### src/rtl/core/id_set_table_unit_macros.svh
// Assertion macros shared by the id set table RTL.
// Depends on a clk and an active-low rst_n in the including scope.
`ifndef ID_SET_TABLE_UNIT_MACROS_SVH
`define ID_SET_TABLE_UNIT_MACROS_SVH

// Condition holds at every clock edge outside reset.
`define IST_ASSERT_ALWAYS(lbl, cond) \
  lbl: assert property (@(posedge clk) disable iff (!rst_n) (cond)) \
    else $error("id set table: invariant violated");

// Consequent holds in the same cycle as the antecedent.
`define IST_ASSERT_SAME(lbl, ante, cons) \
  lbl: assert property (@(posedge clk) disable iff (!rst_n) (ante) |-> (cons)) \
    else $error("id set table: same-cycle check failed");

// Consequent holds in the cycle after the antecedent.
`define IST_ASSERT_NEXT(lbl, ante, cons) \
  lbl: assert property (@(posedge clk) disable iff (!rst_n) (ante) |=> (cons)) \
    else $error("id set table: next-cycle check failed");

`endif

### src/rtl/core/ist_pkg.sv
// Shared types and constants of the id set table.
// No dependencies; used by ist_store and id_set_table_unit.
`default_nettype none

package ist_pkg;

  localparam int CAPACITY = 16;
  localparam int CNT_W    = $clog2(CAPACITY + 1);
  localparam int IDX_W    = (CAPACITY > 1) ? $clog2(CAPACITY) : 1;
  localparam int COUNT_W  = 5;
  localparam int IDENT_W  = 32;

  typedef logic signed [IDENT_W-1:0] ident_t;
  typedef logic [1:0]                kind_t;

  localparam kind_t KIND_ADD = 2'd0;
  localparam kind_t KIND_DEL = 2'd1;
  localparam kind_t KIND_HAS = 2'd2;

  localparam ident_t NO_IDENT = -32'sd1;

  // Request from the controller to the entry store.
  typedef struct packed {
    logic             wr_en;
    logic [IDX_W-1:0] wr_addr;
    ident_t           wr_data;
    logic             rd_en;
    logic [IDX_W-1:0] rd_addr;
  } mem_req_t;

endpackage

`default_nettype wire

### src/rtl/core/ist_store.sv
// Entry store of the id set table: one write and one registered read port.
// Depends on ist_pkg for the request struct and depth.
`default_nettype none

module ist_store (
  input  wire logic             clk,
  input  wire ist_pkg::mem_req_t req,
  output ist_pkg::ident_t        rd_data
);

  ist_pkg::ident_t mem [ist_pkg::CAPACITY];
  ist_pkg::ident_t rd_data_r;

  always_ff @(posedge clk) begin
    if (req.wr_en) begin
      mem[req.wr_addr] <= req.wr_data;
    end
  end

  always_ff @(posedge clk) begin
    if (req.rd_en) begin
      rd_data_r <= mem[req.rd_addr];
    end
  end

  assign rd_data = rd_data_r;

endmodule

`default_nettype wire

### src/rtl/core/id_set_table_unit.sv
// Top level of the id set table: controller, fill count and result register.
// Depends on ist_pkg, ist_store and id_set_table_unit_macros.svh.
//
// Usage: each input beat (in_kind, in_ident) asks to add, delete or test one
// identifier; each gives exactly one result beat (out_status, out_found,
// out_count). Both channels use valid/stall; a beat moves when valid is high
// and stall is low. The block works on one item at a time: in_stall is high
// from the cycle after acceptance until the controller is idle again.
// Entries live in a single-port-read memory scanned one entry per cycle with
// reads pipelined back to back; a hit stops the scan early, while a miss
// scans every stored entry. A delete that hits then reads the last entry
// and writes it back into the freed slot before the response step.
// The result sits in an output register; the block takes a new item while it
// waits, and stalls only the response step if the previous result is still
// unread. Reset (synchronous, rst_n low) empties the set at once; memory
// contents are not cleared since only entries below the count are read.
`default_nettype none
`include "id_set_table_unit_macros.svh"

module id_set_table_unit (
  input  wire logic                          clk,
  input  wire logic                          rst_n,
  input  wire logic                          in_valid,
  output logic                               in_stall,
  input  wire logic [1:0]                    in_kind,
  input  wire logic signed [31:0]            in_ident,
  output logic                               out_valid,
  input  wire logic                          out_stall,
  output logic                               out_status,
  output logic                               out_found,
  output logic [ist_pkg::COUNT_W-1:0]        out_count
);

  typedef enum logic [4:0] {
    S_IDLE = 5'b00001,
    S_SCAN = 5'b00010,
    S_MVRD = 5'b00100,
    S_MVWR = 5'b01000,
    S_RESP = 5'b10000
  } state_t;

  state_t state_r, state_nxt;

  logic [ist_pkg::CNT_W-1:0] fill_r, fill_nxt;
  logic [ist_pkg::CNT_W-1:0] issue_idx_r, issue_idx_nxt;
  logic                      cmp_vld_r, cmp_vld_nxt;
  logic [ist_pkg::IDX_W-1:0] cmp_idx_r, cmp_idx_nxt;
  logic [ist_pkg::IDX_W-1:0] hit_idx_r, hit_idx_nxt;
  ist_pkg::kind_t            kind_r;
  ist_pkg::ident_t           key_r;
  logic                      res_status_r, res_status_nxt;
  logic                      res_found_r, res_found_nxt;
  logic                      out_valid_r, out_valid_nxt;
  logic                      out_status_r, out_found_r;
  logic [ist_pkg::COUNT_W-1:0] out_count_r;
  logic                      load_out;

  ist_pkg::mem_req_t mem_req;
  ist_pkg::ident_t   rd_data;

  logic in_acc;
  logic issuing;
  logic match;
  logic [ist_pkg::IDX_W-1:0] last_idx;

  ist_store u_store (
    .clk     (clk),
    .req     (mem_req),
    .rd_data (rd_data)
  );

  assign in_stall = (state_r != S_IDLE);
  assign in_acc   = in_valid && !in_stall;
  assign issuing  = (issue_idx_r < fill_r);
  assign match    = cmp_vld_r && (rd_data == key_r);
  assign last_idx = ist_pkg::IDX_W'(fill_r - ist_pkg::CNT_W'(1));

  always_comb begin
    state_nxt      = state_r;
    fill_nxt       = fill_r;
    issue_idx_nxt  = issue_idx_r;
    cmp_vld_nxt    = 1'b0;
    cmp_idx_nxt    = cmp_idx_r;
    hit_idx_nxt    = hit_idx_r;
    res_status_nxt = res_status_r;
    res_found_nxt  = res_found_r;
    load_out       = 1'b0;
    mem_req        = '0;

    case (state_r)
      S_IDLE: begin
        if (in_acc) begin
          issue_idx_nxt = '0;
          state_nxt     = S_SCAN;
        end
      end
      S_SCAN: begin
        if (issuing && !match) begin
          // keep one read in flight per cycle
          mem_req.rd_en = 1'b1;
          mem_req.rd_addr = issue_idx_r[ist_pkg::IDX_W-1:0];
          issue_idx_nxt = issue_idx_r + ist_pkg::CNT_W'(1);
          cmp_vld_nxt   = 1'b1;
          cmp_idx_nxt   = issue_idx_r[ist_pkg::IDX_W-1:0];
        end else begin
          res_found_nxt = 1'b0;
          res_status_nxt = 1'b1;
          state_nxt = S_RESP;
          case (kind_r)
            ist_pkg::KIND_ADD: begin
              if (key_r != ist_pkg::NO_IDENT && !match &&
                  fill_r < ist_pkg::CNT_W'(ist_pkg::CAPACITY)) begin
                mem_req.wr_en   = 1'b1;
                mem_req.wr_addr = fill_r[ist_pkg::IDX_W-1:0];
                mem_req.wr_data = key_r;
                fill_nxt        = fill_r + ist_pkg::CNT_W'(1);
                res_status_nxt  = 1'b0;
              end
            end
            ist_pkg::KIND_DEL: begin
              if (match) begin
                hit_idx_nxt    = cmp_idx_r;
                res_status_nxt = 1'b0;
                state_nxt      = S_MVRD;
              end
            end
            ist_pkg::KIND_HAS: begin
              if (key_r != ist_pkg::NO_IDENT) begin
                res_status_nxt = 1'b0;
                res_found_nxt  = match;
              end
            end
            default: begin
              res_status_nxt = 1'b1;
            end
          endcase
        end
      end
      S_MVRD: begin
        mem_req.rd_en   = 1'b1;
        mem_req.rd_addr = last_idx;
        state_nxt       = S_MVWR;
      end
      S_MVWR: begin
        // move the last entry into the freed slot
        mem_req.wr_en   = 1'b1;
        mem_req.wr_addr = hit_idx_r;
        mem_req.wr_data = rd_data;
        fill_nxt        = fill_r - ist_pkg::CNT_W'(1);
        state_nxt       = S_RESP;
      end
      S_RESP: begin
        if (!out_valid_r || !out_stall) begin
          load_out  = 1'b1;
          state_nxt = S_IDLE;
        end
      end
      default: begin
        state_nxt = S_IDLE;
      end
    endcase
  end

  always_comb begin
    out_valid_nxt = out_valid_r;
    if (out_valid_r && !out_stall) begin
      out_valid_nxt = 1'b0;
    end
    if (load_out) begin
      out_valid_nxt = 1'b1;
    end
  end

  always_ff @(posedge clk) begin
    if (!rst_n) begin
      state_r     <= S_IDLE;
      fill_r      <= '0;
      cmp_vld_r   <= 1'b0;
      out_valid_r <= 1'b0;
    end else begin
      state_r     <= state_nxt;
      fill_r      <= fill_nxt;
      cmp_vld_r   <= cmp_vld_nxt;
      out_valid_r <= out_valid_nxt;
    end
  end

  always_ff @(posedge clk) begin
    issue_idx_r  <= issue_idx_nxt;
    cmp_idx_r    <= cmp_idx_nxt;
    hit_idx_r    <= hit_idx_nxt;
    res_status_r <= res_status_nxt;
    res_found_r  <= res_found_nxt;
    if (in_acc) begin
      kind_r <= in_kind;
      key_r  <= in_ident;
    end
    if (load_out) begin
      out_status_r <= res_status_r;
      out_found_r  <= res_found_r;
      out_count_r  <= ist_pkg::COUNT_W'(fill_r);
    end
  end

  assign out_valid  = out_valid_r;
  assign out_status = out_status_r;
  assign out_found  = out_found_r;
  assign out_count  = out_count_r;

  `IST_ASSERT_ALWAYS(a_fill_bound, fill_r <= ist_pkg::CNT_W'(ist_pkg::CAPACITY))
  `IST_ASSERT_NEXT(a_accept_scans, in_acc, state_r == S_SCAN)
  `IST_ASSERT_SAME(a_scan_in_range, mem_req.rd_en && state_r == S_SCAN, issue_idx_r < fill_r)
  `IST_ASSERT_SAME(a_out_from_resp, $rose(out_valid_r), $past(state_r) == S_RESP)

endmodule

`default_nettype wire
### config.mk
export PLATFORM = sky130hd
export DESIGN_NAME = id_set_table_unit
export DESIGN_NICKNAME = d
export VERILOG_FILES = /design/src/rtl/core/ist_pkg.sv /design/src/rtl/core/ist_store.sv /design/src/rtl/core/id_set_table_unit.sv
export VERILOG_INCLUDE_DIRS = /design/src /design/src/rtl/core
export SDC_FILE = /design/constraint.sdc
export NUM_CORES = 1
export LEC_CHECK = 0
export BUFFER_PORTS_ARGS = -buffer_cell sky130_fd_sc_hd__buf_2
export CAP_MARGIN = 5
export CORE_UTILIZATION = 55
export CTS_CLUSTER_SIZE = 28
export DETAILED_ROUTE_END_ITERATION = 8
export HOLD_SLACK_MARGIN = 0.06
export PLACE_DENSITY = 0.78
export SETUP_SLACK_MARGIN = 0.1
export SLEW_MARGIN = 20
export SYNTH_ARGS = -nofsm -noshare
export SYNTH_HDL_FRONTEND = slang
export SYNTH_HIERARCHICAL = 1
export SYNTH_SLANG_ARGS = --single-unit
export TNS_END_PERCENT = 5
### constraint.sdc
create_clock -name clk -period 9.5 [get_ports clk]
set_input_delay 0.475 -clock clk [delete_from_list [all_inputs] [get_ports clk]]
set_output_delay 0.475 -clock clk [all_outputs]
set_load 0.1 [all_outputs]
# Yosys cells after proc, flatten, opt, wreduce, memory -nomap -nowiden
# Memories as Yosys holds them, arrays and structs flattened. A register that Yosys moved wholly into a read port is not among the register bits.
# Index checks and enable logic that the tools add are counted.
# Widths: inputs -> output; s select.
[classes]
n_addsub = 3
order_cmp = 2
eq_ne = 16
n_mux = 30
bitwise_logic = 1
n_reduce_logical = 23
[op_table]
columns = ["operator", "count"]
rows = [
  ["$mux 37", 3],
  ["$pmux 37 s2", 1],
  ["$mux 5", 11],
  ["$eq 32x32->1", 1],
  ["$ne 32x1->1 const B", 1],
  ["$pmux 5 s2", 3],
  ["$pmux 5 s5", 1],
  ["$add 5x1->5 const B", 2],
  ["$mux 1", 10],
  ["$ne 2x2->1 const B", 5],
  ["$reduce_and 2->1", 4],
  ["$reduce_and 4->1", 2],
  ["$logic_and 1x1->1", 6],
  ["$reduce_and 3->1", 2],
  ["$reduce_bool 2->1", 3],
  ["$eq 5x1->1 const B", 1],
  ["$eq 5x2->1 const B", 1],
  ["$eq 5x3->1 const B", 1],
  ["$eq 5x4->1 const B", 1],
  ["$eq 5x5->1 const B", 1],
  ["$lt 5x5->1", 1],
  ["$lt 5x5->1 const B", 1],
  ["$ne 5x1->1 const B", 1],
  ["$sub 5x1->5 const B", 1],
  ["8 further kinds", 11],
]
[totals]
reg_bits = 68
ramBits = 512
inputBits = 38
n_memories = 1
[memory_table]
columns = ["memory", "depth", "word_bits", "read_ports", "rd_ports_with_merged_regs", "wr", "line_no", "text"]
rows = [
  ["u_store.mem", 16, 32, 1, 1, 1, "ist_store.sv:11", "ist_pkg::ident_t mem [ist_pkg::CAPACITY];"],
]

# Logic depth before layout (Yosys ltp)
# Gate-level depths: netlist of the first run.
[depth]
depth_word = 11
ltp_mapped = 11

# Hierarchy
# The synthesis of the first run kept the hierarchy.
[modules_own_cells]
columns = ["module", "n_inst", "cells_each", "area_per_inst_um2"]
rows = [
  ["ist_store", 1, 838, 20155.6],
  ["id_set_table_unit", 1, 299, 3568.4],
]

# Worst setup path after synthesis of the first run
# OpenSTA, ideal clock, no wires.
[synth_timing]
path_kind = "flip-flop to flip-flop"
startpoint = "reg key_r[7]"
endpoint = "mem u_store/mem[0][0] in the netlist's numbering, enable pin"
setup_time_ps = 461
t_arrival_ps = 4955
path_slack_ps = 4084
stages_incl_launch_ff = 11
synth_period_minus_slack_ps = 5416
path_cell_list = "edfxtp_1 -> xor2_1 -> or4_1 -> nor4b_2 -> a31oi_1 -> and2_1 -> buf_2 -> buf_2 -> a22o_1 -> or3b_2 -> nor3_1"
[synth_rtl]
columns = ["item", "line_no", "text"]
rows = [
  ["start: declaration", "id_set_table_unit.sv:50", "ist_pkg::ident_t key_r;"],
  ["start signal: assignment", "id_set_table_unit.sv:196", "key_r <= in_ident;"],
  ["end: declaration", "ist_store.sv:11", ""],
]

==> results.md, run 1 <==
- Fin. Hold Viols: 0
- CP top delay family: buffers and inverters
- Final setup viols: 0
- Synth area leaders: edfxtp_1, mux4_2, a22oi_1, a22o_1, xor2_1
- Crit-path max FO: 73
- CP Data Arrival Time: 5.43 ns
- Async SR Flop Fraction: 0
- Vias: 12302
- CP bufs+invs: 3
- Share of the synthesized area in the top cell type: 0.759
- First-pass GRT wire length: 79.1 mm
- Crit start category: flop
- Max incr delay on CP: 0.96 ns
- Non-Filler Cell Area, Final: 27000 um2
- Minimum hold slack: 0.116 ns
- Total power: 5.80 mW
- Synth area leader: edfxtp_1
- Wire length per cell: 29.7 um
- Minimum clock period: 5.05 ns
- Nature of the critical path endpoint: flop
- NumNets Final: 1296
- Maximum capacitance violations: 0
- Tcrit/Tclk final: 0.531
- Synthesized instance count: 1137
- Grt total ovfl: 0
- CP max-delay cell: buf_4
- Final design utilization: 0.640
- # port buffers: 46
- Setup tns final: 0 ns
- Max Fclk: 198 MHz
- Cell mode on critical path: buf_4
- Unrepaired setup endpoints after global routing: no
- HPWL Detailed: 27.6 mm
- EDFF count, synth: 600
- Core Area: 42200 um2
- Status: completed
- CTS sink count: 612
- Cts repair resizes: 0
- GR Util All Layers: 0.253
- Buffer depth of the longest clock path: 3
- DIE WIDTH: 210 um
- Mux share of post-synthesis cell area: 0.122
- Cell row count: 75
- Relative slew slack: 0.236
- Max H-tree Level: 2
- Simple-gate share of the synthesized area: 0.0367
- Vias in the first global route: 12197
- Clk_lat worst skew: 0.64 ns
- Worst Tran Pin Value: 1.15 ns
- Largest net degree at the start of global routing: 74
- ANT nets after route: 0
- Placed inst area: 24800 um2
- CTS tree: yes
- Sequential area share after synthesis: 0.770
- Post-DR vias/cell: 6.71
- Total die area: 44000 um2
- Flops & latches, synth: 612
- Syn nets: 1182
- Most common cell in the synthesized netlist: edfxtp_1
- Final wirelength: 54.5 mm
- Initial core utilization: 0.562
- Setup WS post-layout: 4.45 ns
- Layout cells sized above 1: 0.243
- DRT iter0 DRCs: 1520
- Initial antenna violation count: 0
- Crit Path Class: flop to flop
- Pwr per Cell Area: 215 nW/um2
- Placed cells: 1696
- Critical path required time: 9.88 ns
- Area of the mapped netlist: 23700 um2
- Num CTS Buffers: 58
- Ys flop type: edfxtp_1
- Post-synthesis compound-gate area fraction: 0.0425
- Critical-path cell list: inv_1 > ha_1 > a211oi_1 > o31ai_1 > nor3_2 > o2bb2ai_4 > buf_4 > buf_4 > mux4_2 > a22oi_1 > nand2_1
- Maximum resistive drop on vdd: 0.190 mV
- Clk root buf: clkbuf_16
- Pre-CTS WS: 4.47 ns
- Clock skew: 0.0217 ns
- Non-Filler Instances: 1834
- Most frequent cells after synthesis: edfxtp_1, mux4_2, a22oi_1
- Layout area overhead: 14.0%
- Die Ht: 210 um
- Drt pass-1 iters: 5
- Io pins: 47
- Synth Area in XOR/XNOR: 0.0137
- Post-synth cell types: 54
- Adder-cell share of the synthesized area: 0.00369
- Residual DRC: 0
- Gpl congestion: 0.876
- Max-slew violations: 0
- Ys Warns: 6
- # diodes: 0
- Largest family of logic cells by synthesized area: multiplexers
- HP Class: input port to flop
- Clock-pin slew on the worst setup and hold paths: 0.06 ns
- Leak pwr: 7.30 nW
- Post-Synthesis Mean Instance Area: 20.9 um2
-- placed cells by master (no fill, tap or decap), drive strengths merged, types with 13 or more instances in the layout --
| cell | n |
|---|---|
| edfxtp | 600 |
| nor3 | 13 |
| clkbuf | 73 |
| nor2 | 30 |
| xor2 | 30 |
| a22oi | 64 |
| mux4 | 128 |
| clkinv | 20 |
| buf | 74 |
| dlygate4sd3 | 33 |
| nor4 | 14 |
| nand2 | 46 |
| a22o | 39 |
-- layer usage --
metal / share of wire / track usage
met1: 0.38 / 0.344
met4: 0.033 / 0.0936
met3: 0.10 / 0.0611
met2: 0.49 / 0.404
met5: 0 / 0
-- report_power, final --
| group | switching [mW] | internal [mW] | leakage [nW] |
|---|---|---|---|
| combinational | 0.244 | 0.120 | 1.75 |
| clock | 0.980 | 1.36 | 0.927 |
| sequential | 0.0737 | 3.03 | 4.63 |
| total | 1.30 | 4.51 | 7.30 |
-- sequential cells by signal, indices dropped and copies added (netlist names) --
signal,cells
u_store/mem,512
key_r,32
u_store/rd_data,32
fill_r,5
issue_idx_r,5
out_count,5
state_r,5
cmp_idx_r,4
hit_idx_r,4
kind_r,2
cmp_vld_r,1
out_found,1
out_status,1
out_valid,1
res_found_r,1
res_status_r,1
-- path summary, 6_finish.rpt --
path	from	endpoint	slack [ns]	cells after the start
max	fill_r[2]	u_store/rd_data[15]	4.45	11
min	in_ident[30]	key_r[30]	0.12	1
max reg2reg	fill_r[2]	u_store/rd_data[15]	4.45	11
min reg2reg	res_status_r	out_status	0.42	0
-- cell families (layout without fill, tap and decap cells) --
group,Yosys count,after routing
adders and majority gates,7,7
xor gates and xnor gates,37,37
and+or+nand+nor,162,162
DFF,612,612
muxes,129,129
buffers and inverters,63,221
AOI/OAI and AO/OA,127,127
-- what timing repair did --
action / CTS / global route
endpoints found under the hold margin: 33 / 0
hold buffers: 33 / 0
buffers inserted: 0 / 0
-- area by class of cell --
class / count / area (um2)
multi-input cells: 462 / 5350
well taps: 539 / 674
fillers: 2724 / 15200
clock inverters: 31 / 404
clock buffers: 73 / 1530
repair buffers: 107 / 783
inverters: 10 / 37.5
flip-flops and latches: 612 / 18300
Note: power is estimated with default switching activity, not from simulation.
==> run 2: changes to the inputs <==
PLACE_DENSITY = 0.81   (was 0.78)
clock period = 4.1 ns   (was 9.5 ns; I/O delays follow)
==> run 2 against run 1 <==
Against the previous run:
- clock skew grew 0.0055 ns
- flip-flop and latch count unchanged
- fmax up 26%
- first-iteration DRC count is 13% higher
- routed wire length grew 7.1%
- critical path type unchanged
- highest routed layer unchanged
==> results.md, run 2 (synthesis gave the netlist of run 1 again) <==
- Status: completed (unchanged)
- Critical path required time: 4.46 ns (was 9.88 ns)
- GR Util All Layers: 0.270 (was 0.253)
- Crit start category: flop (unchanged)
- Nature of the critical path endpoint: flop (unchanged)
- CP max-delay cell: or4_1 (was buf_4)
- Total power: 13.2 mW (was 5.80 mW)
- ANT nets after route: 0 (unchanged)
- Num CTS Buffers: 56 (was 58)
- Tcrit/Tclk final: 0.981 (was 0.531)
- Max Fclk: 249 MHz (was 198 MHz)
- CP bufs+invs: 2 (was 3)
- Final wirelength: 58.4 mm (was 54.5 mm)
- Initial core utilization: 0.562 (unchanged)
- Fin. Hold Viols: 0 (unchanged)
- Residual DRC: 0 (unchanged)
- Gpl congestion: 0.865 (was 0.876)
- Buffer depth of the longest clock path: 3 (unchanged)
- Cell row count: 75 (unchanged)
- Initial antenna violation count: 0 (unchanged)
- Final setup viols: 0 (unchanged)
- Clk_lat worst skew: 0.62 ns (was 0.64 ns)
- Vias in the first global route: 12928 (was 12197)
- Clk root buf: clkbuf_16 (unchanged)
- NumNets Final: 1345 (was 1296)
- Layout cells sized above 1: 0.274 (was 0.243)
- # diodes: 0 (unchanged)
- Total die area: 44000 um2 (unchanged)
- Final design utilization: 0.657 (was 0.640)
- HP Class: input port to flop (unchanged)
- Max incr delay on CP: 0.52 ns (was 0.96 ns)
- Max reg flops: 512 (unchanged)
- Worst Tran Pin Value: 0.901 ns (was 1.15 ns)
- Maximum capacitance violations: 0 (unchanged)
- First-pass GRT wire length: 84.1 mm (was 79.1 mm)
- CTS sink count: 612 (unchanged)
- Critical-path cell list: xor2_1 > or4_1 > or4_4 > nor4_4 > nor3_2 > buf_4 > a22o_4 > buf_16 > mux4_2 > a22oi_1 > nand2_1 (was inv_1 > ha_1 > a211oi_1 > o31ai_1 > nor3_2 > o2bb2ai_4 > buf_4 > buf_4 > mux4_2 > a22oi_1 > nand2_1)
- Biggest register: u_store/mem (unchanged)
- Maximum resistive drop on vdd: 0.308 mV (was 0.190 mV)
- Pwr per Cell Area: 477 nW/um2 (was 215 nW/um2)
- CP Data Arrival Time: 4.38 ns (was 5.43 ns)
- Layout area overhead: 17.0% (was 14.0%)
- Crit-path max FO: 18 (was 73)
- Commonest non-fill, non-tap cells in the layout: edfxtp_1, mux4_2, clkbuf_16 (was edfxtp_1, mux4_2, a22oi_1)
- Clock skew: 0.0273 ns (was 0.0217 ns)
- Core Area: 42200 um2 (unchanged)
- DRT iter0 DRCs: 1722 (was 1520)
- Max H-tree Level: 2 (unchanged)
- DIE WIDTH: 210 um (unchanged)
- CP top delay family: simple AND/OR/NAND/NOR gates (was buffers and inverters)
- Post-DR vias/cell: 6.78 (was 6.71)
- Commonest non-fill, non-tap cell in the layout: edfxtp_1 (unchanged)
- Vias: 12757 (was 12302)
- HPWL Detailed: 30.3 mm (was 27.6 mm)
- Minimum clock period: 4.02 ns (was 5.05 ns)
- Grt total ovfl: 0 (unchanged)
- Io pins: 47 (unchanged)
- Drt pass-1 iters: 5 (unchanged)
- Largest net degree at the start of global routing: 71 (was 74)
- Unrepaired setup endpoints after global routing: yes (was no)
- # port buffers: 46 (unchanged)
- Clock-pin slew on the worst setup and hold paths: 0.07 ns (was 0.06 ns)
- Wire length per cell: 31.1 um (was 29.7 um)
- Max-slew violations: 0 (unchanged)
- Leak pwr: 7.58 nW (was 7.30 nW)
- Die Ht: 210 um (unchanged)
- Relative slew slack: 0.399 (was 0.236)
- CTS tree: yes (unchanged)
- Crit Path Class: flop to flop (unchanged)
## run 2: cell count changes in the layout (fill, tap and decap cells not counted), moves of 3 or more
cell and change:
a22oi_2 +7, clkinvlp_4 -3, buf_12 +24, inv_6 +3
nor3_4 +4, a22oi_1 -7, dlygate4sd3_1 +4, clkbuf_1 -4
buf_4 +13, clkinv_1 +3, nor3_2 -4
## run 2: power breakdown
part	total [mW]	internal (mW)	switching [mW]
registers	7.18	7.01	0.165
logic	0.956	0.342	0.614
clock network	5.11	2.88	2.23
total	13.2	10.2	3.01
## run 2: final cells by class
cell class	count	area [um2]
Tap cell	539	674
Inverter	10	37.5
Clock inverter	34	334
Timing Repair Buffer	155	1540
Clock buffer	66	1440
Multi-Input combinational cell	465	5460
Sequential cell	612	18300
Fill cell	2565	14500
## run 2: worst paths after layout
check | start | to | slack [ns] | cells after the start
hold / removal | in_ident[12] | key_r[12] | 0.30 | 2
hold reg to reg | cmp_idx_r[2] | hit_idx_r[2] | 0.42 | 0
setup reg to reg | key_r[20] | u_store/rd_data[2] | 0.08 | 11
setup / recovery | key_r[20] | u_store/rd_data[2] | 0.08 | 11
## run 2: stage by stage
| step | instance area [um2] | TNS (ns) | hold slack, ns | cells | worst slack (ns) |
|---|---|---|---|---|---|
| after floorplan | 23800 | -49.79 | 0.304 | 1137 | -0.179 |
| after global placement | 25300 | 0 | 0.381 | 1729 | 0.0672 |
| after detailed placement | 25300 | -0.00875 | 0.383 | 1729 | -0.00875 |
| after CTS | 27600 | 0 | 0.277 | 1874 | 0.0507 |
| after global routing | 27700 | 0 | 0.294 | 1881 | 0.0111 |
| final | 27700 | 0 | 0.301 | 1881 | 0.0793 |
## run 2: worst reg2reg max path, delay by kind of cell (launching register included)
family,cells,cell delay (ns)
flops,1,0.45
compound gates,2,0.61
mux,1,0.50
xor+xnor,1,0.24
buf+inv,2,0.41
simple gates,5,1.56
## run 2: layer usage
metal / vias up / global-route usage / share of wire
li1: 5108 / - / -
met1: 6556 / 0.362 / 0.36
met2: 930 / 0.431 / 0.48
met3: 163 / 0.0593 / 0.11
met4: 0 / 0.117 / 0.040
met5: - / 0 / 0
## run 2: repair_timing
item	CTS	global route
setup buffers	5	4
endpoints found under the hold margin	42	0
gates resized for setup	6	11
pin swaps	2	5
setup endpoints to repair	32	367
hold buffers	37	0
gates cloned	3	3
